<file path="src/mpt_pkg.sv">
// ----------------------------------------------------------------------------
// mpt_pkg
// Shared types and constants of the microsecond period timer.
// ----------------------------------------------------------------------------
`default_nettype none

package mpt_pkg;

	// input item kinds, carried on s_tuser
	typedef enum logic [1:0] {
		ACT_TICK  = 2'd0,
		ACT_START = 2'd1,
		ACT_STOP  = 2'd2,
		ACT_SET   = 2'd3
	} action_t;

	// configuration register indexes (byte address = 4 * index)
	localparam int unsigned APB_ADDR_W = 4;
	localparam logic [1:0] REG_CLOCK_MHZ  = 2'd0;
	localparam logic [1:0] REG_MIN_PERIOD = 2'd1;
	localparam logic [1:0] REG_MAX_PERIOD = 2'd2;
	localparam logic [1:0] REG_ONE_SHOT   = 2'd3;

	localparam logic [7:0]  RST_CLOCK_MHZ  = 8'd96;
	localparam logic [25:0] RST_MIN_PERIOD = 26'd10;
	localparam logic [31:0] RST_MAX_PERIOD = 32'd40000000;

	localparam int unsigned DATA_IN_W  = 32;
	localparam int unsigned DATA_OUT_W = 72;

	typedef struct packed {
		logic [7:0]  timer_clock_mhz;
		logic [25:0] min_period_us;
		logic [31:0] max_period_us;
		logic        one_shot;
	} cfg_t;

	// controller to datapath
	typedef struct packed {
		logic exec;        // tick, start or stop: update and post result
		logic capture;     // latch requested period
		logic mul;         // form ticks and range check
		logic reject;      // post refused result
		logic div_start;   // load divider
		logic div_step;    // one quotient bit
		logic div_finish;  // commit period, post result
	} cmd_t;

	// datapath to controller
	typedef struct packed {
		logic out_space;
		logic refuse;
		logic div_last;
		logic running;
	} sts_t;

	typedef enum logic [4:0] {
		ST_IDLE   = 5'b00001,
		ST_MUL    = 5'b00010,
		ST_CHECK  = 5'b00100,
		ST_DIV    = 5'b01000,
		ST_FINISH = 5'b10000
	} state_t;

endpackage

`default_nettype wire

</file>
<file path="src/microsecond_period_timer.sv">
// ----------------------------------------------------------------------------
// microsecond_period_timer: prescaler and reload periodic timer
// Tick, start, stop: result the cycle after acceptance, one per cycle unless output stalls.
// Set period: a request refused by the limit checks posts its result from the
// check state; otherwise the 32-step restoring divider forms the reload, one item at a time.
// Reset (arst_n low) stops the timer, clears counters and loads register defaults.
// ----------------------------------------------------------------------------
`default_nettype none

module microsecond_period_timer #(
	parameter int unsigned COUNTER_WIDTH = 16
) (
	input  wire logic         clk,
	input  wire logic         arst_n,
	// APB configuration
	input  wire logic         psel,
	input  wire logic         penable,
	input  wire logic         pwrite,
	input  wire logic [3:0]   paddr,
	input  wire logic [31:0]  pwdata,
	output logic [31:0]       prdata,
	output logic              pready,
	// input stream
	input  wire logic         s_tvalid,
	output logic              s_tready,
	input  wire logic [31:0]  s_tdata,   // [31:0] requested period (us)
	input  wire logic [1:0]   s_tuser,   // [1:0] action
	// result stream
	output logic              m_tvalid,
	input  wire logic         m_tready,
	output logic [71:0]       m_tdata    // [0] expired, [32:1] expiry_count,
	                                     // [33] running_now, [34] status,
	                                     // [50:35] prescale_value, [66:51] reload_value
);
	import mpt_pkg::*;

	cfg_t cfg;
	cmd_t cmd;
	sts_t sts;

	mpt_regs u_regs (
		.clk    (clk),
		.arst_n (arst_n),
		.psel   (psel),
		.penable(penable),
		.pwrite (pwrite),
		.paddr  (paddr),
		.pwdata (pwdata),
		.prdata (prdata),
		.pready (pready),
		.cfg    (cfg)
	);

	mpt_ctrl u_ctrl (
		.clk     (clk),
		.arst_n  (arst_n),
		.s_tvalid(s_tvalid),
		.s_tready(s_tready),
		.action  (s_tuser),
		.sts     (sts),
		.cmd     (cmd)
	);

	mpt_dp #(
		.COUNTER_WIDTH(COUNTER_WIDTH)
	) u_dp (
		.clk      (clk),
		.arst_n   (arst_n),
		.cfg      (cfg),
		.cmd      (cmd),
		.sts      (sts),
		.action   (s_tuser),
		.req_us   (s_tdata),
		.m_tvalid (m_tvalid),
		.m_tready (m_tready),
		.m_tdata  (m_tdata)
	);

`ifndef SYNTHESIS
	a_start_runs: assert property (@(posedge clk) disable iff (!arst_n)
		(s_tvalid && s_tready && s_tuser == ACT_START) |=> sts.running)
		else $error("timer not running after start");

	a_set_busy: assert property (@(posedge clk) disable iff (!arst_n)
		(s_tvalid && s_tready && s_tuser == ACT_SET) |=> !s_tready)
		else $error("input taken during period conversion");

	a_no_overwrite: assert property (@(posedge clk) disable iff (!arst_n)
		(cmd.exec || cmd.reject || cmd.div_finish) |-> sts.out_space)
		else $error("result register overwritten");

	a_count_on_expiry: assert property (@(posedge clk) disable iff (!arst_n)
		(m_tdata[32:1] != $past(m_tdata[32:1])) |-> (m_tvalid && m_tdata[0]))
		else $error("expiry count changed without expiry");
`endif

endmodule

`default_nettype wire

</file>
<file path="src/mpt_regs.sv">
// ----------------------------------------------------------------------------
// mpt_regs
// APB configuration registers of the microsecond period timer.
// ----------------------------------------------------------------------------
`default_nettype none

module mpt_regs (
	input  wire logic                         clk,
	input  wire logic                         arst_n,
	input  wire logic                         psel,
	input  wire logic                         penable,
	input  wire logic                         pwrite,
	input  wire logic [mpt_pkg::APB_ADDR_W-1:0] paddr,
	input  wire logic [31:0]                  pwdata,
	output logic [31:0]                       prdata,
	output logic                              pready,
	output mpt_pkg::cfg_t                     cfg
);
	import mpt_pkg::*;

	cfg_t       cfg_q;
	logic       wr_en;
	logic [1:0] idx;

	assign pready = 1'b1;
	assign wr_en  = psel && penable && pwrite && pready;
	assign idx    = paddr[3:2];
	assign cfg    = cfg_q;

	always_ff @(posedge clk or negedge arst_n) begin
		if (!arst_n) begin
			cfg_q.timer_clock_mhz <= RST_CLOCK_MHZ;
			cfg_q.min_period_us   <= RST_MIN_PERIOD;
			cfg_q.max_period_us   <= RST_MAX_PERIOD;
			cfg_q.one_shot        <= 1'b0;
		end else if (wr_en) begin
			unique case (idx)
				REG_CLOCK_MHZ:  cfg_q.timer_clock_mhz <= pwdata[7:0];
				REG_MIN_PERIOD: cfg_q.min_period_us   <= pwdata[25:0];
				REG_MAX_PERIOD: cfg_q.max_period_us   <= pwdata;
				REG_ONE_SHOT:   cfg_q.one_shot        <= pwdata[0];
				default: ;
			endcase
		end
	end

	always_comb begin
		unique case (idx)
			REG_CLOCK_MHZ:  prdata = {24'd0, cfg_q.timer_clock_mhz};
			REG_MIN_PERIOD: prdata = {6'd0, cfg_q.min_period_us};
			REG_MAX_PERIOD: prdata = cfg_q.max_period_us;
			REG_ONE_SHOT:   prdata = {31'd0, cfg_q.one_shot};
			default:        prdata = 32'd0;
		endcase
	end

endmodule

`default_nettype wire

</file>
<file path="src/mpt_ctrl.sv">
// ----------------------------------------------------------------------------
// mpt_ctrl
// Sequencer: timer commands from idle, multi-state period conversion.
// ----------------------------------------------------------------------------
`default_nettype none

module mpt_ctrl (
	input  wire logic         clk,
	input  wire logic         arst_n,
	input  wire logic         s_tvalid,
	output logic              s_tready,
	input  wire logic [1:0]   action,
	input  mpt_pkg::sts_t     sts,
	output mpt_pkg::cmd_t     cmd
);
	import mpt_pkg::*;

	state_t state_q, state_d;
	logic   accept;

	assign s_tready = (state_q == ST_IDLE) && sts.out_space;
	assign accept   = s_tvalid && s_tready;

	always_comb begin
		state_d = state_q;
		cmd     = '0;
		unique case (state_q)
			ST_IDLE: begin
				if (accept) begin
					if (action_t'(action) == ACT_SET) begin
						cmd.capture = 1'b1;
						state_d     = ST_MUL;
					end else begin
						cmd.exec = 1'b1;
					end
				end
			end
			ST_MUL: begin
				cmd.mul = 1'b1;
				state_d = ST_CHECK;
			end
			ST_CHECK: begin
				if (sts.refuse) begin
					cmd.reject = 1'b1;
					state_d    = ST_IDLE;
				end else begin
					cmd.div_start = 1'b1;
					state_d       = ST_DIV;
				end
			end
			ST_DIV: begin
				cmd.div_step = 1'b1;
				if (sts.div_last)
					state_d = ST_FINISH;
			end
			ST_FINISH: begin
				cmd.div_finish = 1'b1;
				state_d        = ST_IDLE;
			end
			default: state_d = ST_IDLE;
		endcase
	end

	always_ff @(posedge clk or negedge arst_n) begin
		if (!arst_n)
			state_q <= ST_IDLE;
		else
			state_q <= state_d;
	end

endmodule

`default_nettype wire

</file>
<file path="src/mpt_dp.sv">
// ----------------------------------------------------------------------------
// mpt_dp
// Timer counters, period conversion datapath and result register.
// ----------------------------------------------------------------------------
`default_nettype none

module mpt_dp #(
	parameter int unsigned COUNTER_WIDTH = 16
) (
	input  wire logic                             clk,
	input  wire logic                             arst_n,
	input  mpt_pkg::cfg_t                         cfg,
	input  mpt_pkg::cmd_t                         cmd,
	output mpt_pkg::sts_t                         sts,
	input  wire logic [1:0]                       action,
	input  wire logic [mpt_pkg::DATA_IN_W-1:0]    req_us,
	output logic                                  m_tvalid,
	input  wire logic                             m_tready,
	output logic [mpt_pkg::DATA_OUT_W-1:0]        m_tdata
);
	import mpt_pkg::*;

	localparam int unsigned CW = COUNTER_WIDTH;
	localparam logic [40:0] CNT_MAX    = (41'd1 << CW) - 41'd1;
	// largest product that still leaves room for the round-up add
	localparam logic [39:0] TICK_LIMIT = 40'h00_FFFF_FFFF - CNT_MAX[39:0];

	// timer state
	logic [CW-1:0] psc_cnt_q, main_cnt_q;
	logic [CW-1:0] act_psc_q, act_arr_q;
	logic [CW-1:0] pend_psc_q, pend_arr_q;
	logic          running_q;
	logic [31:0]   total_q;
	logic          out_valid_q, expired_q, status_q;

	// period conversion
	logic [31:0] us_q;
	logic [39:0] ticks_q;
	logic        range_bad_q;
	logic [31:0] div_q, quo_q, rem_q;
	logic [4:0]  cnt_q;

	logic        psc_wrap, main_wrap, expire_now, load;
	logic [40:0] round_up;
	logic [32:0] trial;
	logic        take;
	logic        quo_small;

	assign psc_wrap   = psc_cnt_q >= act_psc_q;
	assign main_wrap  = main_cnt_q >= act_arr_q;
	assign expire_now = cmd.exec && (action_t'(action) == ACT_TICK) && running_q
		&& psc_wrap && main_wrap;
	assign load       = cmd.exec || cmd.reject || cmd.div_finish;

	assign round_up  = {1'b0, ticks_q} + CNT_MAX;
	assign trial     = {rem_q, quo_q[31]};
	assign take      = trial >= {1'b0, div_q};
	assign quo_small = quo_q < 32'd2;

	assign sts.out_space = !out_valid_q || m_tready;
	assign sts.refuse    = range_bad_q || (ticks_q > TICK_LIMIT) || (ticks_q < 40'd2);
	assign sts.div_last  = cnt_q == 5'd31;
	assign sts.running   = running_q;

	always_ff @(posedge clk or negedge arst_n) begin
		if (!arst_n) begin
			psc_cnt_q   <= '0;
			main_cnt_q  <= '0;
			act_psc_q   <= '0;
			act_arr_q   <= '0;
			pend_psc_q  <= '0;
			pend_arr_q  <= '0;
			running_q   <= 1'b0;
			total_q     <= '0;
			out_valid_q <= 1'b0;
		end else begin
			if (load)
				out_valid_q <= 1'b1;
			else if (m_tready)
				out_valid_q <= 1'b0;

			if (cmd.exec) begin
				unique case (action_t'(action))
					ACT_TICK: begin
						if (running_q) begin
							if (psc_wrap) begin
								psc_cnt_q <= '0;
								if (main_wrap) begin
									main_cnt_q <= '0;
									total_q    <= total_q + 32'd1;
									act_psc_q  <= pend_psc_q;
									act_arr_q  <= pend_arr_q;
									if (cfg.one_shot)
										running_q <= 1'b0;
								end else begin
									main_cnt_q <= main_cnt_q + CW'(1);
								end
							end else begin
								psc_cnt_q <= psc_cnt_q + CW'(1);
							end
						end
					end
					ACT_START: begin
						psc_cnt_q  <= '0;
						main_cnt_q <= '0;
						act_psc_q  <= pend_psc_q;
						act_arr_q  <= pend_arr_q;
						running_q  <= 1'b1;
					end
					ACT_STOP: running_q <= 1'b0;
					default: ;
				endcase
			end

			if (cmd.div_finish && !quo_small) begin
				pend_psc_q <= CW'(div_q - 32'd1);
				pend_arr_q <= CW'(quo_q - 32'd1);
			end
		end
	end

	// result flags and conversion payload
	always_ff @(posedge clk) begin
		if (load) begin
			expired_q <= expire_now;
			status_q  <= cmd.reject || (cmd.div_finish && quo_small);
		end
		if (cmd.capture)
			us_q <= req_us;
		if (cmd.mul) begin
			ticks_q     <= {8'd0, us_q} * {32'd0, cfg.timer_clock_mhz};
			range_bad_q <= (us_q < {6'd0, cfg.min_period_us})
				|| (us_q > cfg.max_period_us) || (cfg.timer_clock_mhz == 8'd0);
		end
		if (cmd.div_start) begin
			div_q <= 32'(round_up >> CW);
			quo_q <= ticks_q[31:0];
			rem_q <= '0;
			cnt_q <= '0;
		end else if (cmd.div_step) begin
			// restoring division, one quotient bit per cycle
			rem_q <= take ? 32'(trial - {1'b0, div_q}) : trial[31:0];
			quo_q <= {quo_q[30:0], take};
			cnt_q <= cnt_q + 5'd1;
		end
	end

	assign m_tvalid = out_valid_q;
	assign m_tdata  = {5'd0, 16'(pend_arr_q), 16'(pend_psc_q), status_q, running_q,
		total_q, expired_q};

endmodule

`default_nettype wire

</file>
<file path="config.mk">
export PLATFORM = sky130hd
export DESIGN_NAME = microsecond_period_timer
export DESIGN_NICKNAME = d
export VERILOG_FILES = /design/src/mpt_pkg.sv /design/src/microsecond_period_timer.sv /design/src/mpt_regs.sv /design/src/mpt_ctrl.sv /design/src/mpt_dp.sv
export SDC_FILE = /design/constraint.sdc
export NUM_CORES = 1
export LEC_CHECK = 0
export BUFFER_PORTS_ARGS = -buffer_cell sky130_fd_sc_hd__buf_2
export CAP_MARGIN = 15
export CORE_ASPECT_RATIO = 1.1
export CORE_MARGIN = 2
export CORE_UTILIZATION = 55
export CTS_CLUSTER_DIAMETER = 40
export DETAILED_ROUTE_END_ITERATION = 7
export HOLD_SLACK_MARGIN = 0.02
export PLACE_DENSITY = 0.84
export SETUP_SLACK_MARGIN = 0.05
export SLEW_MARGIN = 10
export SYNTH_ARGS = -nofsm -noshare
export SYNTH_HDL_FRONTEND = slang
export SYNTH_HIERARCHICAL = 1
export SYNTH_SLANG_ARGS = --single-unit
export TNS_END_PERCENT = 20
</file>
<file path="constraint.sdc">
create_clock -name clk -period 8 [get_ports clk]
set_clock_uncertainty 0.05 [all_clocks]
set_input_delay 0.4 -clock clk [delete_from_list [all_inputs] [get_ports clk]]
set_output_delay 0.4 -clock clk [all_outputs]
set_load 0.005 [all_outputs]
</file>
======== After elaboration in Yosys (flattened, before gate mapping) ========
Index checks and enable logic that the tools add are counted.
storage, ports and cells
  output and inout bits ................... 107
  flip-flop bits (word level) ............. 371
  logic and storage cells ................. 136
  input bits .............................. 77
cells by class
  multiply operators ...................... 1
  add/subtract/negate cells ............... 8
  reductions and logical operators ........ 37
  eq/ne operators ......................... 18
  mux-type cells .......................... 41
  $lt $le $gt $ge ......................... 8
operators with widths
  kind                                                                               number
  16-bit 2-to-1 mux                                                                  11
  16-bit one-hot mux with 2 select lines                                             4
  32-bit one-hot mux with 4 select lines                                             1
  32-bit 2-to-1 mux                                                                  3
  40-bit by 16-bit adder with 41-bit output, second input constant                   1
  40-bit by 32-bit greater-than comparator with 1-bit output, second input constant  1
  40-bit by 2-bit < comparator with 1-bit output, second input constant              1
  32-bit by 8-bit multiplier with 40-bit output                                      1
  33-bit by 25-bit greater-or-equal comparator with 1-bit output                     1
  16-bit by 1-bit adder with 16-bit output, second input constant                    2
  32-bit by 1-bit adder with 32-bit output, second input constant                    1
  16-bit greater-or-equal comparator                                                 2
  32-bit greater-than comparator                                                     1
  32-bit by 2-bit < comparator with 1-bit output, second input constant              1
  32-bit by 26-bit < comparator with 1-bit output                                    1
  16-bit by 1-bit subtractor with 16-bit output, second input constant               2
  32-bit by 25-bit subtractor with 32-bit output                                     1
  5-bit one-hot mux with 4 select lines                                              1
  5-bit 2-to-1 mux                                                                   3
  1-bit 2-to-1 mux                                                                   13
  5-bit equality test, second input constant                                         2
  1-bit logical AND                                                                  10
  2-bit AND reduction                                                                5
  5-bit AND reduction                                                                2
  other kinds (20)                                                                   42

======== Depth between registers and ports, before layout ========
  depth in word-level cells ............... 10
  depth in mapped cells ................... 20
  gate-level depth less buffers ........... 19

======== Hierarchy ========
Netlist, hierarchy kept.
by module, submodules not included
  module    times used  cells an instance  sequential area each (um2)  area an instance (um2)
  mpt_dp    1           2,514              7,957.6                     24,325.8
  mpt_regs  1           205                1,691.6                     3,106.7
  mpt_ctrl  1           35                 126.4                       319.1

======== Worst setup path before layout ========
Ideal clock, no wire load.
  path type ............................... reg-to-reg
  start point ............................. register u_dp.ticks_q[12]
  end point ............................... register u_dp.quo_q[0], enable pin
  period minus slack after synthesis ...... 6.214 ns
  slack ................................... 1.786 ns
  data required time ...................... 7.575 ns
  path buffers ............................ 2
  stages on the path, launching flop included .. 11
  arrival time ............................ 5.789 ns
  setup time .............................. 0.375 ns
  path through ............................ edfxtp_1 > nor4_1 > nand4_1 > o2111ai_1 > nor4_1 > and4_1 > or3_1 > nor4bb_1 > clkbuf_1 > clkbuf_1 > or2_2
RTL lines
  element                 line           RTL
  start, declared         mpt_dp.sv:38   logic [39:0] ticks_q;
  start signal, assigned  mpt_dp.sv:131  ticks_q <= {8'd0, us_q} * {32'd0, cfg.timer_clock_mhz};
  end signal, assigned    mpt_dp.sv:137  quo_q <= ticks_q[31:0];
  end signal, assigned    mpt_dp.sv:143  quo_q <= {quo_q[30:0], take};
  end, declared           mpt_dp.sv:40   logic [31:0] div_q, quo_q, rem_q;

======== Worst setup path after layout ========
  start point ............................. register u_regs.cfg_q (netlist bit u_regs/cfg[61])
  end point ............................... register u_dp.ticks_q[36], data pin
on the way
  word-level cells in the longest chain between the ends .. 1
ends and longest elaborated chain
  element                                        line            RTL
  start, declared                                mpt_regs.sv:21  cfg_t cfg_q;
  32-bit by 8-bit multiplier with 40-bit output  mpt_dp.sv:131
No other way between the ends.
A chain may end at the register's enable or synchronous reset.

==> flow_metrics.env <==
export IMPL_cts_buffers=56
export IMPL_cts_tree="yes"
export IMPL_post_cts_resized=0
export IMPL_r2r_start="u_regs/cfg[61]"
export IMPL_die_w_um=218.1
export IMPL_dp_slack_ns=1.594
export IMPL_rows=86
export IMPL_period_share_pct=81.24
export IMPL_final_common_cell="inv_1"
export IMPL_power_leakage_nw=14.65
export IMPL_worstPathRequired_ns=8.28
export IMPL_drt_wirelength_per_cell_um=18.10
export IMPL_root_buffer="clkbuf_16"
export IMPL_synth_area_um2=27740
export IMPL_cts_buffer_depth=3
export IMPL_whs_path_depth=3
export IMPL_drive_gt1_share_pct=15.30
export IMPL_grt_max_degree=131
export IMPL_setup_slack_ns=1.500
export IMPL_core_area_um2=49930
export IMPL_overflow=0
export IMPL_min_from="s_tuser[1]"
export IMPL_track_usage_pct=26.02
export IMPL_drv_slew=0
export IMPL_fin_tns_setup_ns=0
export IMPL_cp_end_kind="flop"
export IMPL_dieArea_um2=52260
export IMPL_die_h_um=239.6
export IMPL_syn_inst=2753
export IMPL_critPathMostFrequentCell="fa_1"
export IMPL_grt_pass1_wl_um=111100
export IMPL_hold_violations=0
export IMPL_place_congestion=0.8845
export IMPL_cts_sinks=371
export IMPL_relSlewSlack_pct=21.17
export IMPL_crit_chain="and2_1 -> fa_1 -> fa_1 -> fa_1 -> inv_1 -> fa_1 -> inv_1 -> ha_1 -> a211oi_1 -> o221ai_1 -> a21o_1 -> o21ai_0 -> o21ai_0 -> a311o_1 -> a31o_2 -> a21oi_1 -> xnor2_1"
export IMPL_clkTransAtPathRegs_ns=0.05
export IMPL_cp_startpoint="u_regs/cfg[61]"
export IMPL_io_buffers=175
export IMPL_fmax_mhz=153.9
export IMPL_synth_area_per_cell_um2=10.08
export IMPL_pin_count=184
export IMPL_drc=0
export IMPL_yosys_warnings=6
export IMPL_maxCapViolCount=0
export IMPL_critical_path_arrival_ns=6.78
export IMPL_cp_start_kind="flop"
export IMPL_status="completed"
export IMPL_area_delta_synth_final_pct=14.34
export IMPL_crit_fanout=35
export IMPL_nets=3407
export IMPL_period_minus_slack_ns=6.500
export IMPL_min_path_type="in2reg"
export IMPL_rsz0062_at_grt="false"
export IMPL_ant_nets=0
export IMPL_final_cell_mix="inv_1, and2_1, dfrtp_1"
export IMPL_antennaDiodeCount=0
export IMPL_ir_drop_mv=0.2567
export IMPL_grt_pass1_vias=22580
export IMPL_vias=21000
export IMPL_hpwlAfterDp_um=45500
export IMPL_slowest_delay_ns=1.12
export IMPL_final_core_util_pct=63.54
export IMPL_cp_slowest_cell="dfrtp_1"
export IMPL_path_class="reg2reg"
export IMPL_drt_total_wl_um=66480
export IMPL_vias_per_cell=5.717
export IMPL_worst_slew_pin_transition_ns=1.182
export IMPL_drt_iter0_drc=1543
export IMPL_rr_worst_depth=17
export IMPL_start_util_pct=55.57
export IMPL_setup_viol=0
export IMPL_p_per_area_nw_per_um2=339.3
export IMPL_antenna_found_initial=0
export IMPL_drt_pre_antenna_iters=6
export IMPL_worstSkewPairLatency_ns=0.66
export IMPL_cts_max_level=2
-- per-layer routing --
layer / GRT usage (%) / share of wire (%) / vias to the layer above
met2: 47.01 / 51 / 758
met4: 9.132 / 3.1 / 0
met5: 0 / 0 / -
li1: - / - / 9739
met3: 4.749 / 6.0 / 164
met1: 30.95 / 40 / 10340
-- what timing repair did --
| item | 4_1_cts | 5_1_grt |
|---|---|---|
| hold endpoints to repair | 227 | 0 |
| setup buffers | 0 | 0 |
| hold buffers | 66 | 0 |
-- sequential cells by signal, indices dropped and copies added, names as in the netlist --
register,count
u_dp/status_q,1
u_regs/cfg,67
u_dp/div_q,25
u_dp/pend_arr_q,16
u_dp/psc_cnt_q,16
u_dp/m_tvalid,1
u_dp/ticks_q,40
u_dp/act_arr_q,16
u_dp/range_bad_q,1
u_dp/pend_psc_q,16
u_dp/quo_q,32
u_dp/expired_q,1
u_dp/us_q,32
u_ctrl/state_q,5
u_dp/act_psc_q,16
u_dp/rem_q,32
u_dp/cnt_q,5
u_dp/main_cnt_q,16
u_dp/running_q,1
u_dp/total_q,32
-- worst paths after layout --
check,endpoint,slack (ns)
max,u_dp/ticks_q[36],1.50
min,u_ctrl/state_q[1],0.07
max reg2reg,u_dp/ticks_q[36],1.50
min reg2reg,u_dp/total_q[31],0.43
max in group asynchronous,u_regs/cfg[31],5.73
min in group asynchronous,u_dp/total_q[13],0.43
-- worst max-delay path, delay by kind of cell (launching register included) --
kind | cells | cell delay, ns
buf+inv | 2 | 0.11
flops | 1 | 1.12
fa+ha+maj | 5 | 2.37
simple gates | 1 | 0.27
compound gates | 8 | 2.16
xor+xnor | 1 | 0.08
-- final cells by class --
type / count / area (um2)
clock buffers: 65 / 1476
clock inverters: 41 / 456.7
fillers: 3767 / 18210
inverters: 345 / 1295
multi-input cells: 1936 / 16200
flip-flops and latches: 371 / 9777
well taps: 660 / 825.8
repair buffers: 255 / 1690
-- power breakdown --
group | switching (mW) | internal, mW
clock | 1.02 | 1.44
combinational | 3.23 | 2.45
sequential | 0.226 | 2.39
total | 4.48 | 6.28
-- through the flow --
stage / area [um2] / instances / hold slack [ns] / power, mW
floorplan: 27760 / 2757 / 0.05441 / 6.969
global placement: 29070 / 3499 / 0.4045 / 7.893
detailed placement: 29070 / 3499 / 0.4196 / 8.166
CTS: 31660 / 3671 / 0.02782 / 10.72
global route: 31720 / 3673 / 0.06706 / 11.69
finish: 31720 / 3673 / 0.07108 / 10.76
Power figures use the tool's default switching activity.
